<file path="config.mk">
export PLATFORM = sky130hd
export DESIGN_NAME = msc_ctrl
export DESIGN_NICKNAME = d
export VERILOG_FILES = /design/src/rtl/msc_pkg.sv /design/src/rtl/msc_ctrl.sv
export SDC_FILE = /design/constraint.sdc
export NUM_CORES = 1
export LEC_CHECK = 0
export ABC_AREA = 1
export BUFFER_PORTS_ARGS = -buffer_cell sky130_fd_sc_hd__buf_2
export CAP_MARGIN = 10
export CORE_AREA = 8 8 45 47
export CTS_BUF_LIST = sky130_fd_sc_hd__clkbuf_2
export DETAILED_ROUTE_END_ITERATION = 16
export DIE_AREA = 0 0 53 55
export GPL_ROUTABILITY_DRIVEN = 0
export PLACE_DENSITY_LB_ADDON = 0.15
export SKIP_CTS_REPAIR_TIMING = 1
export SYNTH_ARGS = -nofsm -noshare
export SYNTH_HDL_FRONTEND = slang
export SYNTH_SLANG_ARGS = --single-unit
</file>
<file path="constraint.sdc">
create_clock -name clock -period 3.2 [get_ports clock]
set_clock_uncertainty 0.2 [all_clocks]
set_input_delay 0.64 -clock clock [delete_from_list [all_inputs] [get_ports clock]]
set_output_delay 0.64 -clock clock [all_outputs]
set_load 0.03 [all_outputs]
</file>
<file path="src/rtl/msc_pkg.sv">
// Package for the media signature carver: request and response payload types,
// signature bytes, record constants and the controller/datapath interface structs.
// Depends on nothing; every other file imports it.
package msc_pkg;

   localparam int DATA_W     = 8;
   localparam int BASE_W     = 48;
   localparam int START_W    = 49;
   localparam int FILE_LEN_W = 25;
   localparam int KIND_W     = 2;
   localparam int CONF_W     = 7;

   // The scan looks at eight consecutive stored bytes at a time.
   localparam int WIN_BYTES = 8;
   localparam logic [3:0] WIN_FILL = 4'd8;

   localparam logic [KIND_W-1:0] KIND_NONE = 2'd0;
   localparam logic [KIND_W-1:0] KIND_JPEG = 2'd1;
   localparam logic [KIND_W-1:0] KIND_PNG  = 2'd2;
   localparam logic [KIND_W-1:0] KIND_MP4  = 2'd3;

   localparam logic [CONF_W-1:0] CONF_EXACT   = 7'd90;
   localparam logic [CONF_W-1:0] CONF_DEFAULT = 7'd50;
   localparam logic [CONF_W-1:0] CONF_MP4     = 7'd60;

   localparam logic [FILE_LEN_W-1:0] LEN_DEFAULT = FILE_LEN_W'(2 * 1024 * 1024);
   localparam logic [FILE_LEN_W-1:0] LEN_MP4     = FILE_LEN_W'(25 * 1024 * 1024);

   localparam int SKIP_NO_FOOTER = 1025;
   localparam int SKIP_MP4       = 1024 * 1024 + 1;

   // Signature bytes.
   localparam logic [7:0] JPG_MARK = 8'hFF;
   localparam logic [7:0] JPG_SOI  = 8'hD8;
   localparam logic [7:0] JPG_EOI  = 8'hD9;
   localparam logic [7:0] PNG_SIG0 = 8'h89;
   localparam logic [7:0] PNG_SIG1 = 8'h50;
   localparam logic [7:0] PNG_SIG2 = 8'h4E;
   localparam logic [7:0] PNG_SIG3 = 8'h47;
   localparam logic [7:0] IEND_0   = 8'h49;
   localparam logic [7:0] IEND_1   = 8'h45;
   localparam logic [7:0] IEND_2   = 8'h4E;
   localparam logic [7:0] IEND_3   = 8'h44;
   localparam logic [7:0] FTYP_0   = 8'h66;
   localparam logic [7:0] FTYP_1   = 8'h74;
   localparam logic [7:0] FTYP_2   = 8'h79;
   localparam logic [7:0] FTYP_3   = 8'h70;

   typedef struct packed {
      logic [DATA_W-1:0] data_byte;
      logic [BASE_W-1:0] base_offset;
      logic              last;
   } req_type;

   typedef struct packed {
      logic [START_W-1:0]    start_offset;
      logic [FILE_LEN_W-1:0] file_length;
      logic [KIND_W-1:0]     kind;
      logic [CONF_W-1:0]     confidence;
      logic                  truncated;
      logic                  final_record;
   } rsp_type;

   // Which record the controller asks the datapath to log.
   typedef enum logic [2:0] {
      EMIT_NONE        = 3'd0,
      EMIT_JPG_EXACT   = 3'd1,
      EMIT_JPG_DEFAULT = 3'd2,
      EMIT_PNG_EXACT   = 3'd3,
      EMIT_PNG_DEFAULT = 3'd4,
      EMIT_MP4         = 3'd5
   } emit_type;

   // Where the byte window restarts.
   typedef enum logic [2:0] {
      JMP_NONE  = 3'd0,
      JMP_ZERO  = 3'd1,
      JMP_P2    = 3'd2,
      JMP_P3    = 3'd3,
      JMP_P8    = 3'd4,
      JMP_R1025 = 3'd5,
      JMP_P1M   = 3'd6
   } jump_type;

   typedef struct packed {
      logic     load_en;
      logic     scan_init;
      logic     stream;
      logic     save_pos;
      emit_type emit;
      jump_type jump;
      logic     out_read;
      logic     out_load;
      logic     out_next;
      logic     chunk_clear;
   } ctl_cmd_type;

   typedef struct packed {
      logic win_full;
      logic jpg_hdr;
      logic png_hdr;
      logic mp4_hdr;
      logic jpg_ftr;
      logic png_ftr;
      logic hdr_end;
      logic jpg_end;
      logic png_end;
      logic out_final;
   } dp_stat_type;

endpackage

</file>
<file path="src/rtl/msc_ctrl.sv">
// Controller of the media signature carver: load, header walk, footer walks and
// result delivery. Uses msc_pkg; drives the datapath only through ctl_cmd_type.
module msc_ctrl (
   input  logic                 clock,
   input  logic                 reset,
   input  logic                 req_valid,
   input  logic                 req_last,
   output logic                 req_stall,
   output logic                 rsp_valid,
   input  logic                 rsp_stall,
   input  msc_pkg::dp_stat_type stat,
   output msc_pkg::ctl_cmd_type cmd
);
   import msc_pkg::*;

   localparam logic [2:0] S_LOAD     = 3'd0;
   localparam logic [2:0] S_HDR      = 3'd1;
   localparam logic [2:0] S_JPG      = 3'd2;
   localparam logic [2:0] S_PNG      = 3'd3;
   localparam logic [2:0] S_OUT_RD   = 3'd4;
   localparam logic [2:0] S_OUT_LD   = 3'd5;
   localparam logic [2:0] S_OUT_HOLD = 3'd6;

   logic [2:0] state_ff, state_in;

   always_comb begin
      state_in  = state_ff;
      cmd       = '0;
      cmd.emit  = EMIT_NONE;
      cmd.jump  = JMP_NONE;
      req_stall = 1'b1;
      rsp_valid = 1'b0;
      unique case (state_ff)
         S_LOAD: begin
            req_stall = 1'b0;
            if (req_valid) begin
               cmd.load_en = 1'b1;
               if (req_last) begin
                  cmd.scan_init = 1'b1;
                  cmd.jump      = JMP_ZERO;
                  state_in      = S_HDR;
               end
            end
         end
         S_HDR: begin
            cmd.stream = 1'b1;
            if (stat.hdr_end) begin
               state_in = S_OUT_RD;
            end else if (stat.win_full) begin
               if (stat.jpg_hdr) begin
                  cmd.save_pos = 1'b1;
                  cmd.jump     = JMP_P3;
                  state_in     = S_JPG;
               end else if (stat.png_hdr) begin
                  cmd.save_pos = 1'b1;
                  cmd.jump     = JMP_P8;
                  state_in     = S_PNG;
               end else if (stat.mp4_hdr) begin
                  cmd.emit = EMIT_MP4;
                  cmd.jump = JMP_P1M;
               end
            end
         end
         S_JPG: begin
            cmd.stream = 1'b1;
            if (stat.jpg_end) begin
               cmd.emit = EMIT_JPG_DEFAULT;
               cmd.jump = JMP_R1025;
               state_in = S_HDR;
            end else if (stat.win_full && stat.jpg_ftr) begin
               cmd.emit = EMIT_JPG_EXACT;
               cmd.jump = JMP_P2;
               state_in = S_HDR;
            end
         end
         S_PNG: begin
            cmd.stream = 1'b1;
            if (stat.png_end) begin
               cmd.emit = EMIT_PNG_DEFAULT;
               cmd.jump = JMP_R1025;
               state_in = S_HDR;
            end else if (stat.win_full && stat.png_ftr) begin
               cmd.emit = EMIT_PNG_EXACT;
               cmd.jump = JMP_P8;
               state_in = S_HDR;
            end
         end
         S_OUT_RD: begin
            cmd.out_read = 1'b1;
            state_in     = S_OUT_LD;
         end
         S_OUT_LD: begin
            cmd.out_load = 1'b1;
            state_in     = S_OUT_HOLD;
         end
         S_OUT_HOLD: begin
            rsp_valid = 1'b1;
            if (!rsp_stall) begin
               if (stat.out_final) begin
                  cmd.chunk_clear = 1'b1;
                  state_in        = S_LOAD;
               end else begin
                  cmd.out_next = 1'b1;
                  state_in     = S_OUT_RD;
               end
            end
         end
         default: begin
            state_in = S_LOAD;
         end
      endcase
   end

   always_ff @(posedge clock) begin
      if (reset) begin
         state_ff <= S_LOAD;
      end else begin
         state_ff <= state_in;
      end
   end

   // No byte may be taken while a response is on offer.
   a_no_load_during_rsp: assert property (@(posedge clock) disable iff (reset)
      rsp_valid |-> req_stall)
      else $error("request accepted while a response is pending");

   a_last_starts_scan: assert property (@(posedge clock) disable iff (reset)
      (req_valid && !req_stall && req_last) |=> (state_ff == S_HDR))
      else $error("final byte did not start the scan");

   a_load_presents: assert property (@(posedge clock) disable iff (reset)
      (state_ff == S_OUT_LD) |=> rsp_valid)
      else $error("loaded response not presented");

endmodule

</file>
==> results of run 1 <==
==> layout by cell type (no fill, tap or decap), drive strengths merged, types with 2 or more instances in the layout <==
| cell | instances |
|---|---|
| nor2 | 21 |
| nand2 | 21 |
| clkbuf | 4 |
| nand4 | 3 |
| a21oi | 2 |
| nand3 | 9 |
| nor4 | 2 |
| dfxtp | 3 |
| o21ai | 4 |
| buf | 30 |
| inv | 15 |
==> final timing paths <==
path                                                from                  endpoint  cells after the start
worst max-delay path            state_ff[2]$_SDFFE_PP0P_                    cmd[7]                      5
worst min-delay path            state_ff[1]$_SDFFE_PP0P_  state_ff[1]$_SDFFE_PP0P_                      4
worst max register to register  state_ff[2]$_SDFFE_PP0P_  state_ff[0]$_SDFFE_PP0P_                      8
worst min register to register  state_ff[1]$_SDFFE_PP0P_  state_ff[1]$_SDFFE_PP0P_                      4
==> per-stage QoR <==
step,util,setup WS (ps),std cells,cell area (µm²)
after global placement,0.435,894,129,602
final,0.449,835,133,622
after detailed placement,0.435,874,129,602
after global routing,0.449,684,133,622
after floorplan,-,693,84,439
after CTS,0.449,825,133,622
==> area by class of cell <==
class / instances / area [µm²]
multi-input combinational: 65 / 315
inverter: 15 / 56.3
timing repair buffer: 30 / 150
tap: 16 / 20.0
sequential: 3 / 60.1
fill: 155 / 762
clock buffer: 4 / 20.0
==> critical path: cells and delay by family, from the launching register on <==
kind          cells  cell delay (ps)
buf+inv           2              360
flops             1              410
simple gates      3              550
==> routing by layer <==
| layer | up-vias | track usage |
|---|---|---|
| li1 | 336 | - |
| met1 | 271 | 0.119 |
| met2 | 26 | 0.168 |
| met3 | 0 | 0.0348 |
| met4 | 0 | 0.0517 |
| met5 | - | 0 |
==> power by group <==
part / switching [µW] / internal [µW]
clock network: 24.4 / 33.1
logic: 232 / 97.8
registers: 31.5 / 51.7
total: 288 / 183
==> cells by family (layout without fill, tap and decap cells) <==
| family | count (synthesis) | after routing | share of synthesized area |
|---|---|---|---|
| AOI/OAI and AO/OA | 8 | 8 | 0.108 |
| buffers and inverters | 16 | 49 | 0.145 |
| DFF | 3 | 3 | 0.137 |
| and+or+nand+nor | 57 | 57 | 0.610 |
==> results.json, run 1 <==
{
  "drc": 0,
  "setup_violations": 0,
  "syn2layout_area_growth_pct": 41.6,
  "synthesis.area_um2": 439,
  "rsz0062_at_grt": "false",
  "grt_pass1_wl_um": 2330,
  "drive_gt1_frac": 0.350,
  "cp_max_fo": 8,
  "fp.dieH_um": 55,
  "synth_top_area_frac": 0.171,
  "track_usage": 0.104,
  "netlist_instances": 84,
  "highest_layer": "met3",
  "dp_hpwl_um": 1230,
  "ys_warn_count": 0,
  "pin_count": 31,
  "firstDrtPassIters": 4,
  "drt-total-wl_um": 1480,
  "total_power_uw": 471,
  "synth.distinct_cells": 18,
  "hold_ws_ps": 460,
  "period_minus_slack_ps": 2370,
  "reg2reg_slack_ps": 1630,
  "nNetsFinal": 133,
  "via_count": 633,
  "syn-num-nets": 99,
  "hp-class": "reg -> reg",
  "clk_latency_ps": 220,
  "fmax_mhz": 423,
  "start_kind": "flop",
  "synth_edf_count": 0,
  "largest_reg_flops": 3,
  "p_leak_uw": 0.000397,
  "top_register": "state_ff",
  "max_slew_margin": 0.763,
  "fin_crit_sh": 0.739,
  "cts_buffers": 3,
  "ys_top_cells_by_area": "nand2_1, nor2_1, dfxtp_1",
  "grt_pass1_vias": 553,
  "die_w_um": 53,
  "row_count": 14,
  "tightest_slew_ps": 355,
  "crit_path_cell_trace": "inv_2 > nand3_2 > or3_1 > nand3_1 > buf_2",
  "core_area_um2": 1380,
  "hold_viol": 0,
  "avgViaCountPerCell": 4.76,
  "wl_per_cell_um": 11.1,
  "clock_path_buffers": 2,
  "grt.overflow.total": 0,
  "antenna_cells": 0,
  "route.met2.wl_um": 683,
  "required_ps": 2360,
  "start_util": 0.317,
  "cp_data_arrival_time_ps": 1530,
  "clkSinkCount": 3,
  "slowest_delay_ps": 410,
  "drv_cap": 0,
  "crit_type": "reg -> out",
  "async_flop_share": 0,
  "path_clk_slew_ps": 60,
  "cts_tree": "built",
  "slowest_stage": "dfxtp_1",
  "ys.flop_type": "dfxtp_1",
  "reg.largest.list": "state_ff: 3 flops",
  "peakVddDrop_uv": 339,
  "cts-root-buf": "clkbuf_2",
  "grt_max_degree": 9,
  "synth_seq_area_share": 0.137,
  "wl_met1_um": 650,
  "status": "finished, final reports clean",
  "io_buffers": 30,
  "ys_ff_latch": 3,
  "die_area_um2": 2920,
  "drt_iter0_drc": 19,
  "fin_setup_tns_ps": 0,
  "synthTopCellsByCount": "nand2_1, nor2_1, inv_1",
  "synth.most_common_cell": "nand2_1",
  "dr_wl_met3_um": 147,
  "maxSlewViolCount": 0,
  "yosysTopAreaCell": "nand2_1",
  "synth_area_per_cell_um2": 5.23,
  "setup.worst_path.end_class": "primary output",
  "antenna_found_initial": 0,
  "p_per_area_nw_per_um2": 757,
  "postRouteAntennaNets": 0,
  "h-tree-depth": 1
}
(Power assumes the default switching activity.)
==> inputs of run 2 (changes only) <==
- clock period: 3.2 -> 2 ns (I/O delays scaled with it)
==> results.json, run 2 (synthesized netlist as in run 1, its figures left out) <==
{
  "crit_type": "reg -> out",
  "placedInstanceArea_um2": 612,
  "p_per_area_nw_per_um2": 1220,
  "p_leak_uw": 0.000436,
  "power.share.sequential": 0.171,
  "track_usage": 0.101,
  "antenna_found_initial": 0,
  "core_area_um2": 1380,
  "cp_data_arrival_time_ps": 1320,
  "cts-root-buf": "clkbuf_2",
  "switching_share": 0.564,
  "die_w_um": 53,
  "fp.dieH_um": 55,
  "net-switching-power_uw": 520,
  "drt_iter0_drc": 15,
  "start_util": 0.317,
  "avgViaCountPerCell": 4.82,
  "syn2layout_area_growth_pct": 72.1,
  "path_common_cell": "nor2_4",
  "path_clk_slew_ps": 40,
  "slowest_stage": "dfxtp_4",
  "dp_hpwl_um": 1190,
  "tightest_slew_ps": 326,
  "via_count": 665,
  "h-tree-depth": 1,
  "drv_cap": 0,
  "maxSlewViolCount": 0,
  "fin_area_um2": 756,
  "slowest_delay_ps": 370,
  "required_ps": 1400,
  "critPathCapture": "cmd[12]",
  "crit_path_cell_trace": "nor2_4 > inv_2 > nor2_4 > inv_2 > nor2_4 > buf_4 > clkbuf_4",
  "clock_path_buffers": 2,
  "clkSinkCount": 3,
  "final_cell_mix": "buf_2, nand2_1, nor2_1",
  "grt_pass1_wl_um": 2370,
  "combPwrFrac": 0.738,
  "grt.overflow.total": 0,
  "r2r_cells": 9,
  "largest_reg_flops": 3,
  "grt_pass1_vias": 609,
  "period_minus_slack_ps": 1920,
  "fmax_mhz": 521,
  "clk_latency_ps": 200,
  "drc": 0,
  "reg2reg_slack_ps": 620,
  "crit_start": "state_ff[1]$_SDFFE_PP0P_",
  "drt-total-wl_um": 1530,
  "final_util": 0.546,
  "antenna_cells": 0,
  "max_slew_margin": 0.780,
  "worstReg2RegStart": "state_ff[1]$_SDFFE_PP0P_",
  "rsz0062_at_grt": "true",
  "hold_viol": 0,
  "crit_family": "buffers and inverters",
  "cp_max_fo": 7,
  "hold_ws_ps": 257,
  "setup_violations": 0,
  "postRouteAntennaNets": 0,
  "fin_crit_sh": 0.959,
  "layout.cells.most_common": "buf_2",
  "peakVddDrop_uv": 564,
  "top_register": "state_ff",
  "setup.worst_path.end_class": "primary output",
  "worst-path-stages": 7,
  "total_power_uw": 923,
  "row_count": 14,
  "grt_max_degree": 8,
  "path_buf_inv": 4,
  "cts_tree": "built",
  "die_area_um2": 2920,
  "hp-class": "in -> reg",
  "p_clk_frac": 0.091,
  "drive_gt1_frac": 0.484,
  "reg.largest.list": "state_ff: 3 flops",
  "start_kind": "flop",
  "nNetsFinal": 138,
  "reg2reg_to": "state_ff[0]$_SDFFE_PP0P_",
  "wl_per_cell_um": 11.1,
  "pin_count": 31,
  "io_buffers": 30,
  "status": "finished, final reports clean",
  "p_int_uw": 403,
  "cts_buffers": 3,
  "firstDrtPassIters": 3
}
-- run 2: worst min-delay path by stage --
stage | from | endpoint | slack [ps] | cells after the start
floorplan | reset | state_ff[1]$_SDFFE_PP0P_ | 370 | 3
global placement | state_ff[1]$_SDFFE_PP0P_ | state_ff[1]$_SDFFE_PP0P_ | 460 | 4
detailed placement | state_ff[1]$_SDFFE_PP0P_ | state_ff[1]$_SDFFE_PP0P_ | 450 | 4
CTS | reset | state_ff[2]$_SDFFE_PP0P_ | 250 | 4
global route | reset | state_ff[0]$_SDFFE_PP0P_ | 290 | 4
finish | reset | state_ff[2]$_SDFFE_PP0P_ | 260 | 4
-- run 2: worst min-delay path: cells and delay by family --
family,cells,cell delay [ps]
buffers and inverters,2,120
and+or+nand+nor,2,90
-- run 2: layout make-up --
| type | count | area (µm²) |
|---|---|---|
| Clock buffer | 4 | 20.0 |
| Fill cell | 151 | 628 |
| Inverter | 15 | 58.8 |
| Multi-Input combinational cell | 65 | 368 |
| Sequential cell | 3 | 68.8 |
| Tap cell | 16 | 20.0 |
| Timing Repair Buffer | 35 | 220 |
-- run 2: per-layer routing --
| layer | track usage | routed length [µm] | share of wire | vias up |
|---|---|---|---|---|
| met4 | 0.0388 | 0 | 0 | 0 |
| met1 | 0.114 | 659 | 0.43 | 294 |
| met2 | 0.174 | 736 | 0.48 | 22 |
| met5 | 0 | 0 | 0 | - |
| li1 | - | - | - | 349 |
| met3 | 0.0321 | 137 | 0.089 | 0 |
-- run 2: power by group through the flow --
| stage | clock network, µW | logic [µW] | registers [µW] |
|---|---|---|---|
| 2_1_floorplan | 0 | 427 | 108 |
| 3_3_place_gp | 0 | 550 | 124 |
| 3_5_place_dp | 0 | 548 | 126 |
| 4_1_cts | 89.4 | 555 | 122 |
| 5_1_grt | 93.9 | 744 | 162 |
| 6_report | 83.8 | 681 | 158 |
-- run 2: through the flow --
stage          setup TNS [ps]  cells  worst slack, ps
5_1_grt                 -9.74    138            -4.02
4_1_cts                  -221    134            -79.1
3_3_place_gp                0    130              143
2_1_floorplan            -344     84             -116
6_report                    0    138             81.1
3_5_place_dp                0    130              130
==> inputs of run 3 (changes only) <==
- GPL_TIMING_DRIVEN: unset -> 0
==> results.json, run 3 (synthesized netlist as in run 1, its figures left out) <==
{
  "status": "finished, final reports clean",
  "fmax_mhz": 504,
  "row_count": 14,
  "max_slew_margin": 0.780,
  "start_kind": "flop",
  "required_ps": 1400,
  "drt_iter0_drc": 10,
  "die_area_um2": 2920,
  "drive_gt1_frac": 0.463,
  "grt_pass1_wl_um": 2340,
  "avgViaCountPerCell": 4.77,
  "worstHoldStart": "reset",
  "p_int_uw": 399,
  "cts-root-buf": "clkbuf_2",
  "switching_share": 0.554,
  "dp_hpwl_um": 1210,
  "layout.cells.most_common": "buf_2",
  "tightest_slew_ps": 326,
  "largest_reg_flops": 3,
  "syn2layout_area_growth_pct": 74.6,
  "combPwrFrac": 0.750,
  "top_register": "state_ff",
  "antenna_found_initial": 0,
  "crit_type": "reg -> out",
  "wl_per_cell_um": 10.9,
  "drc": 0,
  "clock_path_buffers": 2,
  "hold_depth": 4,
  "hold_viol": 0,
  "postRouteAntennaNets": 0,
  "maxSlewViolCount": 0,
  "reg.largest.list": "state_ff: 3 flops",
  "fin_area_um2": 767,
  "path_clk_slew_ps": 40,
  "p_per_area_nw_per_um2": 1170,
  "fin_crit_sh": 0.991,
  "cts_tree": "built",
  "rsz0062_at_grt": "true",
  "core_area_um2": 1380,
  "pin_count": 31,
  "start_util": 0.317,
  "cp_max_fo": 8,
  "cts_buffers": 3,
  "grt_pass1_vias": 600,
  "final_cell_mix": "buf_2, nand2_1, nor2_1",
  "reg2reg_to": "state_ff[2]$_SDFFE_PP0P_",
  "grt.overflow.total": 0,
  "fillers": 158,
  "drv_cap": 0,
  "drt-total-wl_um": 1510,
  "die_w_um": 53,
  "fp.dieH_um": 55,
  "p_clk_frac": 0.091,
  "nNetsFinal": 139,
  "net-switching-power_uw": 496,
  "peakVddDrop_uv": 558,
  "track_usage": 0.0982,
  "antenna_cells": 0,
  "cp_data_arrival_time_ps": 1380,
  "via_count": 663,
  "clkSinkCount": 3,
  "p_leak_uw": 0.000450,
  "setup_violations": 0,
  "io_buffers": 30,
  "h-tree-depth": 1,
  "hp-class": "in -> reg",
  "power.share.sequential": 0.159,
  "placedInstanceArea_um2": 612,
  "setup.worst_path.end_class": "primary output",
  "hold_ws_ps": 251,
  "min_to": "state_ff[1]$_SDFFE_PP0P_",
  "grt_max_degree": 9,
  "clk_latency_ps": 200,
  "r2r_cells": 9,
  "period_minus_slack_ps": 1980,
  "worstReg2RegStart": "state_ff[1]$_SDFFE_PP0P_",
  "firstDrtPassIters": 2,
  "reg2reg_slack_ps": 490
}
==> run 3: cell types whose count changed in the layout (fill, tap and decap cells not counted), moves of 2 or more <==
cell,before,now
nand2_2,0,2
nor2_4,4,2
inv_2,4,0
inv_1,10,14
==> run 3: how the worst max path moves through the flow <==
stage	startpoint	end	slack [ps]
after global routing	state_ff[0]$_SDFFE_PP0P_	cmd[4]	-50
after global placement	state_ff[2]$_SDFFE_PP0P_	cmd[7]	110
final	state_ff[2]$_SDFFE_PP0P_	cmd[7]	20
after detailed placement	state_ff[2]$_SDFFE_PP0P_	cmd[7]	110
after floorplan	state_ff[2]$_SDFFE_PP0P_	cmd[1]	-120
after CTS	state_ff[2]$_SDFFE_PP0P_	cmd[7]	-110
==> run 3: worst max-delay path, cell delays in order (launching register included) <==
cell,delay [ps]
dfxtp_2,320
buf_8,140
inv_8,60
nand3_4,70
or3_4,400
nand3_2,70
buf_6,130
==> run 3: through the flow <==
stage | TNS, ps | worst slack (ps) | instances | utilization | power [µW]
2_1_floorplan | -344 | -116 | 84 | - | 535
3_3_place_gp | 0 | 105 | 130 | 0.442 | 675
3_5_place_dp | 0 | 108 | 130 | 0.442 | 676
4_1_cts | -328 | -110 | 134 | 0.457 | 760
5_1_grt | -238 | -50.4 | 139 | 0.554 | 977
6_report | 0 | 17.3 | 139 | 0.554 | 895
==> run 3: final cells by class <==
class                      instances  area (µm²)  area share
multi-input combinational         65         358       0.467
timing repair buffer              35         221       0.289
sequential                         3        68.8      0.0897
inverter                          15        63.8      0.0832
clock buffer                       4        20.0      0.0261
tap                               16        20.0      0.0261
buffer                             1        15.0      0.0196
==> run 3: power by group through the flow <==
stage / sequential [µW] / combinational, µW / clock (µW)
final: 142 / 672 / 81.3
after detailed placement: 117 / 559 / 0
after CTS: 116 / 560 / 83.6
after global placement: 117 / 558 / 0
after global routing: 146 / 736 / 95.0
after floorplan: 108 / 427 / 0
==> run 3: per-layer routing <==
layer / vias to the layer above / global-route usage / wire length (µm)
li1: 351 / - / -
met1: 290 / 0.116 / 632
met2: 22 / 0.172 / 754
met3: 0 / 0.0241 / 122
met4: 0 / 0.0259 / 0
met5: - / 0 / 0
